**src/hdl/lsp_pkg.sv**
```systemverilog
package lsp_pkg;

  // Configuration port
  localparam int unsigned CfgIdxW  = 1;
  localparam int unsigned CfgDataW = 15;
  localparam logic [CfgIdxW-1:0] RegCommand = 1'b0;
  localparam logic [CfgIdxW-1:0] RegNumLeds = 1'b1;

  localparam logic [14:0] MaxLeds = 15'd21845;
  localparam logic [15:0] ResetTotal = 16'd3;

  // Output step within one request: five header bytes then the colour byte
  localparam logic [2:0] StepZero  = 3'd0;
  localparam logic [2:0] StepCmd   = 3'd1;
  localparam logic [2:0] StepPosHi = 3'd2;
  localparam logic [2:0] StepPosLo = 3'd3;
  localparam logic [2:0] StepLen   = 3'd4;
  localparam logic [2:0] StepColor = 3'd5;

  // Job queue depth
  localparam int unsigned QDepth = 2;

  // One classified request, front to back
  typedef struct packed {
    logic        hdr;
    logic [15:0] pos;
    logic [7:0]  len;
    logic [7:0]  color;
    logic        fend;
  } job_t;

  // Colour translation by upper nibble
  function automatic logic [7:0] lsp_xlate(input logic [3:0] nib);
    logic [7:0] r;
    unique case (nib)
      4'h0: r = 8'h00;
      4'h1: r = 8'hc0;
      4'h2: r = 8'he0;
      4'h3: r = 8'h50;
      4'h4: r = 8'hf0;
      4'h5: r = 8'h04;
      4'h6: r = 8'h44;
      4'h7: r = 8'hcc;
      4'h8: r = 8'h22;
      4'h9: r = 8'h1a;
      4'ha: r = 8'h06;
      4'hb: r = 8'hc1;
      4'hc: r = 8'h05;
      4'hd: r = 8'h03;
      4'he: r = 8'hdd;
      4'hf: r = 8'hff;
    endcase
    return r;
  endfunction

endpackage

```
**src/hdl/lsp_if.sv**
```systemverilog
// Colour byte channel
interface lsp_in_if;
  logic       valid;
  logic       ready;
  logic [7:0] color_byte;

  modport source (output valid, output color_byte, input ready);
  modport sink   (input valid, input color_byte, output ready);
endinterface

// Serial byte channel
interface lsp_out_if;
  logic       valid;
  logic       ready;
  logic [7:0] out_byte;
  logic       last_of_run;
  logic       frame_end;

  modport source (output valid, output out_byte, output last_of_run, output frame_end,
                  input ready);
  modport sink   (input valid, input out_byte, input last_of_run, input frame_end,
                  output ready);
endinterface

```
**src/hdl/lsp_queue.sv**
```systemverilog
module lsp_queue
  import lsp_pkg::*;
(
  input  logic clk_i,
  input  logic rst_ni,
  input  logic push_i,
  input  job_t job_i,
  output logic full_o,
  input  logic pop_i,
  output logic empty_o,
  output job_t job_o
);

  localparam int unsigned PtrW = $clog2(QDepth);
  localparam int unsigned CntW = $clog2(QDepth + 1);

  job_t              mem_q [QDepth];
  logic [PtrW-1:0]   wr_ptr_q, rd_ptr_q;
  logic [CntW-1:0]   cnt_q;

  assign full_o  = (cnt_q == CntW'(QDepth));
  assign empty_o = (cnt_q == '0);
  assign job_o   = mem_q[rd_ptr_q];

  // Storage
  always_ff @(posedge clk_i) begin
    if (push_i) begin
      mem_q[wr_ptr_q] <= job_i;
    end
  end

  // Pointers and fill count
  always_ff @(posedge clk_i or negedge rst_ni) begin
    if (!rst_ni) begin
      wr_ptr_q <= '0;
      rd_ptr_q <= '0;
      cnt_q    <= '0;
    end else begin
      if (push_i) begin
        wr_ptr_q <= (wr_ptr_q == PtrW'(QDepth - 1)) ? '0 : wr_ptr_q + 1'b1;
      end
      if (pop_i) begin
        rd_ptr_q <= (rd_ptr_q == PtrW'(QDepth - 1)) ? '0 : rd_ptr_q + 1'b1;
      end
      priority if (push_i && !pop_i) begin
        cnt_q <= cnt_q + 1'b1;
      end else if (pop_i && !push_i) begin
        cnt_q <= cnt_q - 1'b1;
      end
    end
  end

endmodule

```
**src/hdl/lsp_front.sv**
```systemverilog
module lsp_front
  import lsp_pkg::*;
#(
  parameter int unsigned PACKET_BYTES = 64
) (
  input  logic                clk_i,
  input  logic                rst_ni,
  lsp_in_if.sink              in_i,
  input  logic                cfg_we_i,
  input  logic [CfgIdxW-1:0]  cfg_idx_i,
  input  logic [CfgDataW-1:0] cfg_data_i,
  output logic [7:0]          cmd_o,
  output logic                push_o,
  output job_t                job_o,
  input  logic                full_i
);

  logic [7:0]  cmd_q;
  logic [15:0] total_q;
  logic [15:0] pos_q, pos_d;
  logic [7:0]  off_q, off_d;

  logic [14:0] leds_clamp;
  logic [15:0] total_new;
  logic        pos_wrap, fend;
  logic [15:0] pos_eff, pos_inc, remaining;
  logic [7:0]  off_eff;

  assign in_i.ready = !full_i;
  assign push_o     = in_i.valid && !full_i;
  assign cmd_o      = cmd_q;

  // Strand length from a num_leds write
  always_comb begin
    if (cfg_data_i == '0) begin
      leds_clamp = 15'd1;
    end else if (cfg_data_i > MaxLeds) begin
      leds_clamp = MaxLeds;
    end else begin
      leds_clamp = cfg_data_i;
    end
    total_new = {leds_clamp, 1'b0} + {1'b0, leds_clamp};
  end

  // Classify the request against the current position
  always_comb begin
    pos_wrap  = (pos_q >= total_q);
    pos_eff   = pos_wrap ? '0 : pos_q;
    off_eff   = pos_wrap ? '0 : off_q;
    remaining = total_q - pos_eff;
    pos_inc   = pos_eff + 16'd1;
    fend      = (pos_inc == total_q);

    job_o.hdr   = (off_eff == '0);
    job_o.pos   = pos_eff;
    job_o.len   = (remaining >= 16'(PACKET_BYTES)) ? 8'd0 : remaining[7:0];
    job_o.color = lsp_xlate(in_i.color_byte[7:4]);
    job_o.fend  = fend;

    pos_d = fend ? '0 : pos_inc;
    priority if (fend || (off_eff == 8'(PACKET_BYTES - 1))) begin
      off_d = '0;
    end else begin
      off_d = off_eff + 8'd1;
    end
  end

  // Config registers
  always_ff @(posedge clk_i or negedge rst_ni) begin
    if (!rst_ni) begin
      cmd_q   <= '0;
      total_q <= ResetTotal;
    end else if (cfg_we_i) begin
      unique case (cfg_idx_i)
        RegCommand: cmd_q   <= cfg_data_i[7:0];
        RegNumLeds: total_q <= total_new;
      endcase
    end
  end

  // Byte position and offset within the packet
  always_ff @(posedge clk_i or negedge rst_ni) begin
    if (!rst_ni) begin
      pos_q <= '0;
      off_q <= '0;
    end else if (push_o) begin
      pos_q <= pos_d;
      off_q <= off_d;
    end
  end

endmodule

```
**src/hdl/lsp_back.sv**
```systemverilog
module lsp_back
  import lsp_pkg::*;
(
  input  logic      clk_i,
  input  logic      rst_ni,
  input  logic [7:0] cmd_i,
  input  logic      empty_i,
  input  job_t      job_i,
  output logic      pop_o,
  lsp_out_if.source out_o
);

  job_t       cur_q;
  logic       cur_valid_q;
  logic [2:0] step_q;
  logic       fire, load;

  assign fire  = cur_valid_q && out_o.ready;
  assign load  = !cur_valid_q || (fire && (step_q == StepColor));
  assign pop_o = load && !empty_i;

  // Byte select for the current step
  always_comb begin
    unique case (step_q)
      StepZero:  out_o.out_byte = 8'h00;
      StepCmd:   out_o.out_byte = cmd_i;
      StepPosHi: out_o.out_byte = cur_q.pos[15:8];
      StepPosLo: out_o.out_byte = cur_q.pos[7:0];
      StepLen:   out_o.out_byte = cur_q.len;
      default:   out_o.out_byte = cur_q.color;
    endcase
  end

  assign out_o.valid       = cur_valid_q;
  assign out_o.last_of_run = (step_q == StepColor);
  assign out_o.frame_end   = (step_q == StepColor) && cur_q.fend;

  // Current job payload
  always_ff @(posedge clk_i) begin
    if (pop_o) begin
      cur_q <= job_i;
    end
  end

  // Step sequencer
  always_ff @(posedge clk_i or negedge rst_ni) begin
    if (!rst_ni) begin
      cur_valid_q <= 1'b0;
      step_q      <= StepColor;
    end else if (load) begin
      cur_valid_q <= !empty_i;
      step_q      <= job_i.hdr ? StepZero : StepColor;
    end else if (fire) begin
      step_q <= step_q + 3'd1;
    end
  end

endmodule

```
**src/hdl/led_strand_packetizer_top.sv**
```systemverilog
// An accepted colour byte is written into the job queue and then loaded into the output
// sequencer's current-job register before its first output byte is valid. Throughput: one
// output byte per cycle while jobs are queued and the receiver is ready; a colour byte inside
// a packet is sent alone, one that opens a packet as five header bytes plus colour, as stepped
// by the output sequencer. A two-entry job queue lets input run ahead of the serial side.
// Reset (rst_ni low, async): position 0, queue empty, command 0, strand of one LED.
module led_strand_packetizer_top
  import lsp_pkg::*;
#(
  parameter int unsigned PACKET_BYTES = 64
) (
  input  logic                clk_i,
  input  logic                rst_ni,
  lsp_in_if.sink              in_i,
  lsp_out_if.source           out_o,
  input  logic                cfg_we_i,
  input  logic [CfgIdxW-1:0]  cfg_idx_i,
  input  logic [CfgDataW-1:0] cfg_data_i
);

  logic       push, pop, full, empty;
  logic [7:0] cmd;
  job_t       job_in, job_out;

  lsp_front #(
    .PACKET_BYTES(PACKET_BYTES)
  ) u_front (
    .clk_i     (clk_i),
    .rst_ni    (rst_ni),
    .in_i      (in_i),
    .cfg_we_i  (cfg_we_i),
    .cfg_idx_i (cfg_idx_i),
    .cfg_data_i(cfg_data_i),
    .cmd_o     (cmd),
    .push_o    (push),
    .job_o     (job_in),
    .full_i    (full)
  );

  lsp_queue u_queue (
    .clk_i  (clk_i),
    .rst_ni (rst_ni),
    .push_i (push),
    .job_i  (job_in),
    .full_o (full),
    .pop_i  (pop),
    .empty_o(empty),
    .job_o  (job_out)
  );

  lsp_back u_back (
    .clk_i  (clk_i),
    .rst_ni (rst_ni),
    .cmd_i  (cmd),
    .empty_i(empty),
    .job_i  (job_out),
    .pop_o  (pop),
    .out_o  (out_o)
  );

endmodule

```
**src/flat_wrapper.sv**
```systemverilog
// flat-port wrapper written by rule: the top's interface ports become plain ports
module led_strand_packetizer_top_flat import lsp_pkg::*;
#(
  parameter int unsigned PACKET_BYTES = 64
)
  (clk_i, rst_ni, cfg_we_i, cfg_idx_i, cfg_data_i, in_i_valid, in_i_color_byte, in_i_ready, out_o_valid, out_o_out_byte, out_o_last_of_run, out_o_frame_end, out_o_ready);
  lsp_in_if in_i_i ();
  lsp_out_if out_o_i ();
  input  logic clk_i;
  input  logic rst_ni;
  input  logic cfg_we_i;
  input  logic [CfgIdxW-1:0] cfg_idx_i;
  input  logic [CfgDataW-1:0] cfg_data_i;
  input wire logic [$bits(in_i_i.valid)-1:0] in_i_valid;
  input wire logic [$bits(in_i_i.color_byte)-1:0] in_i_color_byte;
  output wire logic [$bits(in_i_i.ready)-1:0] in_i_ready;
  output wire logic [$bits(out_o_i.valid)-1:0] out_o_valid;
  output wire logic [$bits(out_o_i.out_byte)-1:0] out_o_out_byte;
  output wire logic [$bits(out_o_i.last_of_run)-1:0] out_o_last_of_run;
  output wire logic [$bits(out_o_i.frame_end)-1:0] out_o_frame_end;
  input wire logic [$bits(out_o_i.ready)-1:0] out_o_ready;
  assign in_i_i.valid = in_i_valid;
  assign in_i_i.color_byte = in_i_color_byte;
  assign in_i_ready = in_i_i.ready;
  assign out_o_valid = out_o_i.valid;
  assign out_o_out_byte = out_o_i.out_byte;
  assign out_o_last_of_run = out_o_i.last_of_run;
  assign out_o_frame_end = out_o_i.frame_end;
  assign out_o_i.ready = out_o_ready;
  led_strand_packetizer_top #(.PACKET_BYTES(PACKET_BYTES)) u_core (.clk_i(clk_i), .rst_ni(rst_ni), .in_i(in_i_i), .out_o(out_o_i), .cfg_we_i(cfg_we_i), .cfg_idx_i(cfg_idx_i), .cfg_data_i(cfg_data_i));
endmodule
```
**config.mk**
```make
export PLATFORM = sky130hd
export DESIGN_NAME = led_strand_packetizer_top_flat
export DESIGN_NICKNAME = d
export VERILOG_FILES = /design/src/hdl/lsp_pkg.sv /design/src/hdl/lsp_if.sv /design/src/hdl/lsp_queue.sv /design/src/hdl/lsp_front.sv /design/src/hdl/lsp_back.sv /design/src/hdl/led_strand_packetizer_top.sv /design/src/flat_wrapper.sv
export SDC_FILE = /design/constraint.sdc
export NUM_CORES = 1
export LEC_CHECK = 0
export ABC_AREA = 1
export ABC_CLOCK_PERIOD_IN_PS = 8400
export BUFFER_PORTS_ARGS = -buffer_cell sky130_fd_sc_hd__buf_4
export CAP_MARGIN = 5
export CORE_ASPECT_RATIO = 1.75
export CORE_MARGIN = 3
export CORE_UTILIZATION = 65
export CTS_BUF_LIST = sky130_fd_sc_hd__clkbuf_16
export CTS_CLUSTER_SIZE = 20
export DETAILED_ROUTE_END_ITERATION = 8
export HOLD_SLACK_MARGIN = 0.1
export PLACE_DENSITY_LB_ADDON = 0.1
export REMOVE_ABC_BUFFERS = 1
export SLEW_MARGIN = 10
export SYNTH_ARGS = -nofsm -noshare
export SYNTH_HDL_FRONTEND = slang
export SYNTH_SLANG_ARGS = --single-unit
```
**constraint.sdc**
```tcl
create_clock -name clk_i -period 8.4 [get_ports clk_i]
set_input_delay 0.42 -clock clk_i [delete_from_list [all_inputs] [get_ports clk_i]]
set_output_delay 0.42 -clock clk_i [all_outputs]
set_load 0.03 [all_outputs]
```
==> out/summary.md, run 1 <==
The flow ran to the end, and the final reports show no timing, DRC or antenna violations. The transition time of the tightest slew-check pin was 1.018 ns. Of the cells placed in the final design, the portion with a size suffix greater than 1 is 10.38%. Sequential cells were found to cover 47.07% of the synthesized design area. The most common cell in the synthesized netlist was sky130_fd_sc_hd__nand2_1. The peak supply drop is 145.7 uV, and the number of instances resized during post-cts repair is 0.

The tools report the source of the critical timing path as u_core.u_front.total_q[1]$_DFFE_PN1P_. In this run the standard cell core region covers 14050 um2. Relative to the synthesized area, the layout overhead comes to 11.05%. TritonCTS built the clock tree.

STA classifies the critical path startpoint as a flop. The count of routing violations after the opening detailed-route iteration was 591. After detailed routing, the number of vias per cell comes to 5.777. Most common cell type on the critical path: sky130_fd_sc_hd__nand2_1. The startpoint of the most critical register-to-register path was u_core.u_front.total_q[1]$_DFFE_PN1P_.

Registers take 4439 um2. The run gives 0 as the initial antenna violation count. The share of synthesized area in the top cell type comes to 32.16%.

The initial utilization of the core area, before any placement, comes to 67.12%. In this run, synthesis inferred 101 flip-flops with an integrated enable. Measured along the y axis, the die boundary spans 165.3 um. STA puts the critical path data required time at 8.65 ns. In this run the register-to-register setup slack is 3.41 ns.

For this design the static power due to leakage is 4.918 nW. In the synthesized netlist, the number of instances is 1106. Clock-pin slew reported for the worst setup and hold paths after clock tree synthesis: 0.07 ns. The tools report the CTS root buffer as sky130_fd_sc_hd__clkbuf_16. In the synthesized netlist the dominant register cell turns out to be sky130_fd_sc_hd__edfxtp_1. The commonest cells after synthesis are sky130_fd_sc_hd__nand2_1 (339), sky130_fd_sc_hd__inv_1 (127), sky130_fd_sc_hd__edfxtp_1 (101).

For this run, the slowest stage of the critical path takes 0.56 ns. Hold-critical path endpoint: u_core.u_front.total_q[15]$_DFFE_PN0P_. In this run the critical register-to-register path is captured at u_core.u_queue.mem_q[0][10]$_DFFE_PP_. Adding up every negative setup slack in the final design gives 0 ns. For the number of fill cells, the log shows 1044. By startpoint and endpoint, the worst setup path is classified as flop to flop. For the max-slew violation count, the log shows 0.

In this run the power density over the cells is 311.8 nW/um2. The reported max-cap violation count was 0; the count of buffers added by post-CTS timing repair for setup was 0. The peak clock frequency supported by timing is 200.5 MHz. The tools report the data arrival time of the critical path as 5.24 ns. The multi-input combinational cell area was 4374 um2; the antenna cell count was 0. The synthesized design spends more area on one cell type than any other, namely sky130_fd_sc_hd__edfxtp_1. Headroom to the max-slew limit came out at 31.71%. The logs give 16050 um2 for the die area and 4 for the number of levels in the clock H-tree. The run gives 0 as the number of routed nets with antenna violations.

The path type of the worst min-delay path was input pin to flop. Of all nets on the critical path, the largest fanout is 19. Entering global routing, the biggest net connects 57 pins. The later pin in the worst-skew pair is clocked with a latency of 0.43 ns.

Total CTS buffers: 17. After detailed routing, the number of remaining DRC violations is 0. The tools report the number of clock sinks seen by CTS as 157.

The run gives 9430 um2 as the post-synthesis instance area. The overall power consumption was 3.265 mW; the time the final worst path needs with I/O delays and setup was 4.987 ns. The number of hold-slack violations in the final timing report came out at 0. The final critical path takes up 59.37% of the cycle. For the number of I/O pins, the log shows 41.

The global route total overflow was 0; the routed length per instance was 17.07 um. Setup repair after global routing left no endpoint under its margin. On the final layout, the worst clock skew is 0.009917 ns. For the routability congestion estimate from global placement, the log shows 0.9144. Standard cell with the maximum stage delay on the critical path: sky130_fd_sc_hd__dfstp_2.

In this run the most critical hold path is launched from cfg_data_i[14]. The tools report the number of buffers added to fix hold violations after cts as 1. Detailed routing inserted a total of 7701 vias. Detailed placement ended at an HPWL of 16640 um. During synthesis, Yosys emitted a total of 0 warnings.

Counting cells, the worst reg-to-reg path comes to 25. Sorting the synthesized cells by area gives the leading types as sky130_fd_sc_hd__edfxtp_1 (32%), sky130_fd_sc_hd__dfrtp_1 (14%), sky130_fd_sc_hd__nand2_1 (13%). The chip width works out to 97.05 um. After synthesis, the mean cell area works out to 8.526 um2. After synthesis the netlist holds a flip-flop and latch count of 157. At the end of the flow, the number of nets in the layout was 1235. The tools report the number of instances in the placed design as 1300. STA classifies the critical path endpoint as a flop. The logs give 2 for the number of buffers on the longest clock path and 37070 um for the wire length of the first global-routing pass.

The tools report the number of global-route vias before repair as 7981. The final layout contains routed wiring with a total length of 22750 um. Buffers placed on the I/O ports in this run total 36. The share of flip-flops with an asynchronous set or reset is 35.67%. The number of library cell types mapped by synthesis was 50; the number of stages on the worst hold path was 3.

The total routing resource utilization after global routing was 29.53%; the number of standard cells in the layout, taps in and fillers out was 1333. Setup violations remaining at the end of the flow were counted as 0. In this run the core area contains 57 standard-cell rows. The run gives 6 as the number of detailed-route iterations in the first pass.
registers in the layout (all words and copies together) (netlist names):
name                       count
u_core.u_back.cur_q           33
u_core.u_back.out_o.valid      1
u_core.u_back.step_q           3
u_core.u_front.cmd_o           8
u_core.u_front.off_q           8
u_core.u_front.pos_q          16
u_core.u_front.total_q        16
u_core.u_queue.cnt_q           2
u_core.u_queue.mem_q          68
u_core.u_queue.rd_ptr_q        1
u_core.u_queue.wr_ptr_q        1
placed cells by master, fill, tap and decap left out, drive strengths merged, types with 2 or more instances in the layout:
master	count
a21oi	47
bufinv	2
clkbuf	17
dfrtp	52
nor3	10
nand3b	2
nor4	7
buf	41
fa	2
o2111ai	2
clkinv	5
ha	61
o21ai	64
nand2	342
inv	140
or2	3
a31oi	5
dfstp	4
nand4	21
o21bai	4
nand3	87
xnor2	7
xor2	18
nor2	90
conb	4
a221oi	8
edfxtp	101
cell families (layout without fill, tap and decap cells):
group	count (synthesis)	count (layout)	synth area share (%)
adders and majority gates	63	63	8.518
AOI/OAI and AO/OA	135	135	8.027
DFF	157	157	47.07
and+or+nand+nor	564	564	26.93
other	1	4	0.03977
buffers and inverters	160	207	6.833
xor gates and xnor gates	26	26	2.574
critical path, delay by kind of cell (launching register included):
kind / cells / cell delay (ns)
simple gates: 19 / 2.76
fa+ha+maj: 2 / 0.78
xor+xnor: 1 / 0.18
buf+inv: 2 / 0.37
flops: 1 / 0.56
compound gates: 1 / 0.15
stage by stage:
step	hold WS, ns	setup slack, ns	area, um2	utilization, %
after floorplan	0.1244	4.518	9296	-
after global placement	0.4596	3.579	9842	70.05
after detailed placement	0.4669	3.539	9842	70.05
after CTS	0.3559	3.495	10470	74.54
after global routing	0.3718	3.125	10470	74.54
final	0.3585	3.413	10470	74.54
metal layers:
layer	track usage [%]	wire (um)
met5	0	0
met4	18.34	1239
met3	4.540	899
met2	55.79	12390
met1	30.29	8221
layout make-up:
cell class,count,area share [%]
Tap cell,177,2.115
Clock inverter,15,1.864
Inverter,133,4.767
Multi-Input combinational cell,792,41.77
Timing Repair Buffer,42,3.035
Sequential cell,157,42.39
Clock buffer,17,4.062
power breakdown:
group	switching [mW]	internal (mW)	leakage [nW]
Sequential	0.0960	1.07	1.65
Combinational	0.875	0.417	2.97
Clock	0.349	0.455	0.301
Total	1.32	1.95	4.92
worst max-delay path by stage:
stage                                                        to  slack, ns  depth (start not counted)
final                     u_core.u_queue.mem_q[0][10]$_DFFE_PP_       3.41                         25
after global routing      u_core.u_queue.mem_q[1][11]$_DFFE_PP_       3.12                         25
after CTS                 u_core.u_queue.mem_q[0][10]$_DFFE_PP_       3.49                         25
after detailed placement  u_core.u_queue.mem_q[1][10]$_DFFE_PP_       3.54                         25
after global placement    u_core.u_queue.mem_q[0][10]$_DFFE_PP_       3.58                         25
after floorplan             u_core.u_queue.cnt_q[1]$_DFFE_PN0P_       4.52                         10
Power figures use the tool's default switching activity.
==> run 2, diff against run 1 <==
Settings changed: ABC_CLOCK_PERIOD_IN_PS 8400 to 4300, CORE_UTILIZATION 65 to 56.
Clock period 8.4 ns to 4.3 ns, I/O delays scaled along.
==> out/summary.md, run 2 (synthesis results as in run 1) <==
The run finished with clean final reports. The overall power consumption is 6.422 mW (+97%). Core outline area: 16450 um2 (+17%).

CTS root buffer: sky130_fd_sc_hd__clkbuf_16. The tools report the number of standard cells in the layout, taps in and fillers out as 1406 (+5.5%). The via density per instance was 5.401 (-6.5%). The final worst-path setup slack was 0.3257 ns (-3.087 ns).

Number of routed nets with antenna violations: 0 (unchanged). Leaving out fill and tap cells, the most frequent cells in the layout are sky130_fd_sc_hd__nand2_1 (338), sky130_fd_sc_hd__inv_1 (128), sky130_fd_sc_hd__edfxtp_1 (101), sky130_fd_sc_hd__nand3_1 (74), sky130_fd_sc_hd__nor2_1 (70). The overall routed net length was 23430 um (+3.0%). In this design, the critical path's most frequently occurring cell is sky130_fd_sc_hd__nand2_1. The share of layout cells above drive strength 1 was 13.45% (+3.1 points); the peak fanout along the critical path was 6 (-13). The final-report setup violation count was 0 (unchanged); the number of fill cells was 1432 (+37%). The die area was 18490 um2 (+15%); the total CTS buffers was 17 (unchanged). For the peak supply drop, the log shows 337.8 uV (+130%). The tools report the setup TNS as 0 ns (unchanged). The run gives 0 (unchanged) as the number of hold-slack violations in the final timing report. The logs give 5.042 nW (+2.5%) for the static leakage and 0 (unchanged) for the global route total overflow.

The final layout net count is 1261 (+2.1%). The logs give 41 (unchanged) for the number of I/O pins and 17630 um (+6.0%) for the placed wire-length estimate after detailed placement. Count of input and output buffers: 36 (unchanged). For the number of clock sinks seen by CTS, the log shows 157 (unchanged).

Worst setup skew after layout: 0.01294 ns (+0.003020 ns). The standard cell with the maximum stage delay on the critical path is sky130_fd_sc_hd__fa_2. Area of all placed cells without fillers: 10800 um2 (+3.1%). The smallest hold slack was 0.1058 ns (-0.2527 ns).

TritonCTS built the clock tree. Clock-pin slew reported for the worst setup and hold paths after clock tree synthesis: 0.07 ns (about the same). The maximum cell stage delay along the critical path is 0.42 ns (-0.14 ns). Row count: 62 (+8.8%).

The number of buffers on the longest clock path was 2 (unchanged); the pin count of the biggest net entering global routing was 57 (unchanged). The tools report the total via count in the routed design as 7594 (-1.4%). The run gives 427 (-28%) as the count of routing violations after the opening detailed-route iteration. Data required time of the critical path: 4.57 ns (-4.08 ns). For the number of levels in the clock H-tree, the log shows 4 (unchanged).

The worst setup path is launched from a flop. The largest registers in the layout are u_core.u_queue.mem_q: 68 flops, u_core.u_back.cur_q: 33 flops. The endpoint class of the critical path is a flop. The DRC violation count after routing was 0 (unchanged). For the source-to-sink clock delay at the later pin of the worst-skew pair, the log shows 0.43 ns (about the same). In this run the worst hold path is classified as input pin to flop.

The standard cell area after detailed placement is 10100 um2 (+2.6%), and the total power density per cell area is 594.7 nW/um2 (+91%). The peak clock frequency supported by timing is 251.6 MHz (+25%). Critical path start-end classification: flop to flop.

The final design utilization came out at 65.66% (-8.9 points). The max-slew violation count is 0 (unchanged), and the area overhead of the layout relative to synthesis is 14.51%. The reported max-cap violation count was 0 (unchanged); the pre-CTS setup slack was 0.1692 ns (-3.370 ns). For the remaining max-slew budget at the tightest pin, the log shows 26.80% (-4.9 points). Time the final worst path needs with I/O delays and setup: 3.974 ns (-1.013 ns). More flip-flops sit in one register than any other, and that register is u_core.u_queue.mem_q.

The run gives 0 (unchanged) as the initial antenna violation count. The number of global-route vias before repair is 7566 (-5.2%). The number of detailed-route iterations in the first pass was 5 (-1). The tools report the number of instances in the placed design as 1369 (+5.3%).

Leaving out fill and tap cells, the most frequent cell in the layout is sky130_fd_sc_hd__nand2_1. The wire length of the first global-routing pass came out at 37630 um (+1.5%). The transition time of the tightest slew-check pin works out to 1.091 ns (+0.07316 ns). Routability congestion estimate from global placement: 0.9530 (+4.2%). Vertical extent of the die: 177.7 um (+7.5%).

Share of the clock period used by the worst path: 92.43% (+33 points). The antenna cell count is 0 (unchanged), and the initial core utilization is 57.34% (-9.8 points). The routed length per instance is 16.66 um (-2.4%). The total routing resource utilization after global routing was 26.37% (-3.2 points); the flip-flop count of the largest register, all copies and words added was 68 (unchanged). The chip width was 104.1 um (+7.3%). The data arrival time of the critical path came out at 4.25 ns (-0.99 ns).
[run 2: cell count changes in the layout (fill, tap and decap cells not counted), moves of 3 or more]
cell and delta:
sky130_fd_sc_hd__nand3_2 +3, sky130_fd_sc_hd__clkinv_1 +3, sky130_fd_sc_hd__nor2_4 +3, sky130_fd_sc_hd__inv_6 -3, sky130_fd_sc_hd__inv_8 -3, sky130_fd_sc_hd__nor2_1 -7, sky130_fd_sc_hd__buf_4 +23, sky130_fd_sc_hd__nand3_1 -3
sky130_fd_sc_hd__nor2_2 +4
[run 2: repair_timing]
item                                    CTS  global route
hold buffers                              1             0
hold endpoints to repair                 52             0
gates resized for setup                   0            20
setup buffers                             0             4
endpoints found under the setup margin    0            12
[run 2: power by group]
part	internal, mW	total [mW]	switching [mW]
clock network	0.852	1.47	0.615
registers	2.10	2.27	0.166
logic	0.917	2.69	1.77
[run 2: final timing paths]
kind,startpoint,to,slack (ns),cells after the start
worst min-delay path,cfg_data_i[2],u_core.u_front.cmd_o[2]$_DFFE_PN0P_,0.11,3
worst max-delay path,u_core.u_front.total_q[14]$_DFFE_PN0P_,u_core.u_queue.mem_q[0][10]$_DFFE_PP_,0.33,26
worst max register to register,u_core.u_front.total_q[14]$_DFFE_PN0P_,u_core.u_queue.mem_q[0][10]$_DFFE_PP_,0.33,26
max in group asynchronous,rst_ni,u_core.u_front.pos_q[1]$_DFFE_PN0P_,3.36,2
min in group asynchronous,rst_ni,u_core.u_queue.rd_ptr_q$_DFFE_PN0P_,0.41,2
worst min register to register,u_core.u_queue.cnt_q[0]$_DFFE_PN0P_,u_core.u_queue.cnt_q[0]$_DFFE_PN0P_,0.48,1
[run 2: critical path: cells and delay by family, from the launching register on]
family / cells / cell delay, ns
AOI/OAI and AO/OA: 1 / 0.14
xor gates and xnor gates: 1 / 0.16
adders and majority gates: 3 / 0.85
buffers and inverters: 6 / 0.61
DFF: 1 / 0.37
and+or+nand+nor: 15 / 1.69
[run 2: layout make-up]
cell class	count	area, um2	area share (%)
Timing Repair Buffer	68	541.8	5.017
Multi-Input combinational cell	792	4467	41.36
Inverter	133	499.2	4.623
Tap cell	224	280.3	2.595
Sequential cell	157	4439	41.11
Clock inverter	15	146.4	1.356
Clock buffer	17	425.4	3.939
[run 2: per-layer routing]
metal	wire (um)	part of all wire, %	global-route usage [%]	vias up
met5	0	0	0	-
met4	881	3.8	12.09	0
met3	664	2.8	3.968	65
met2	13350	57	52.42	180
met1	8533	36	26.60	3549
li1	-	-	-	3800
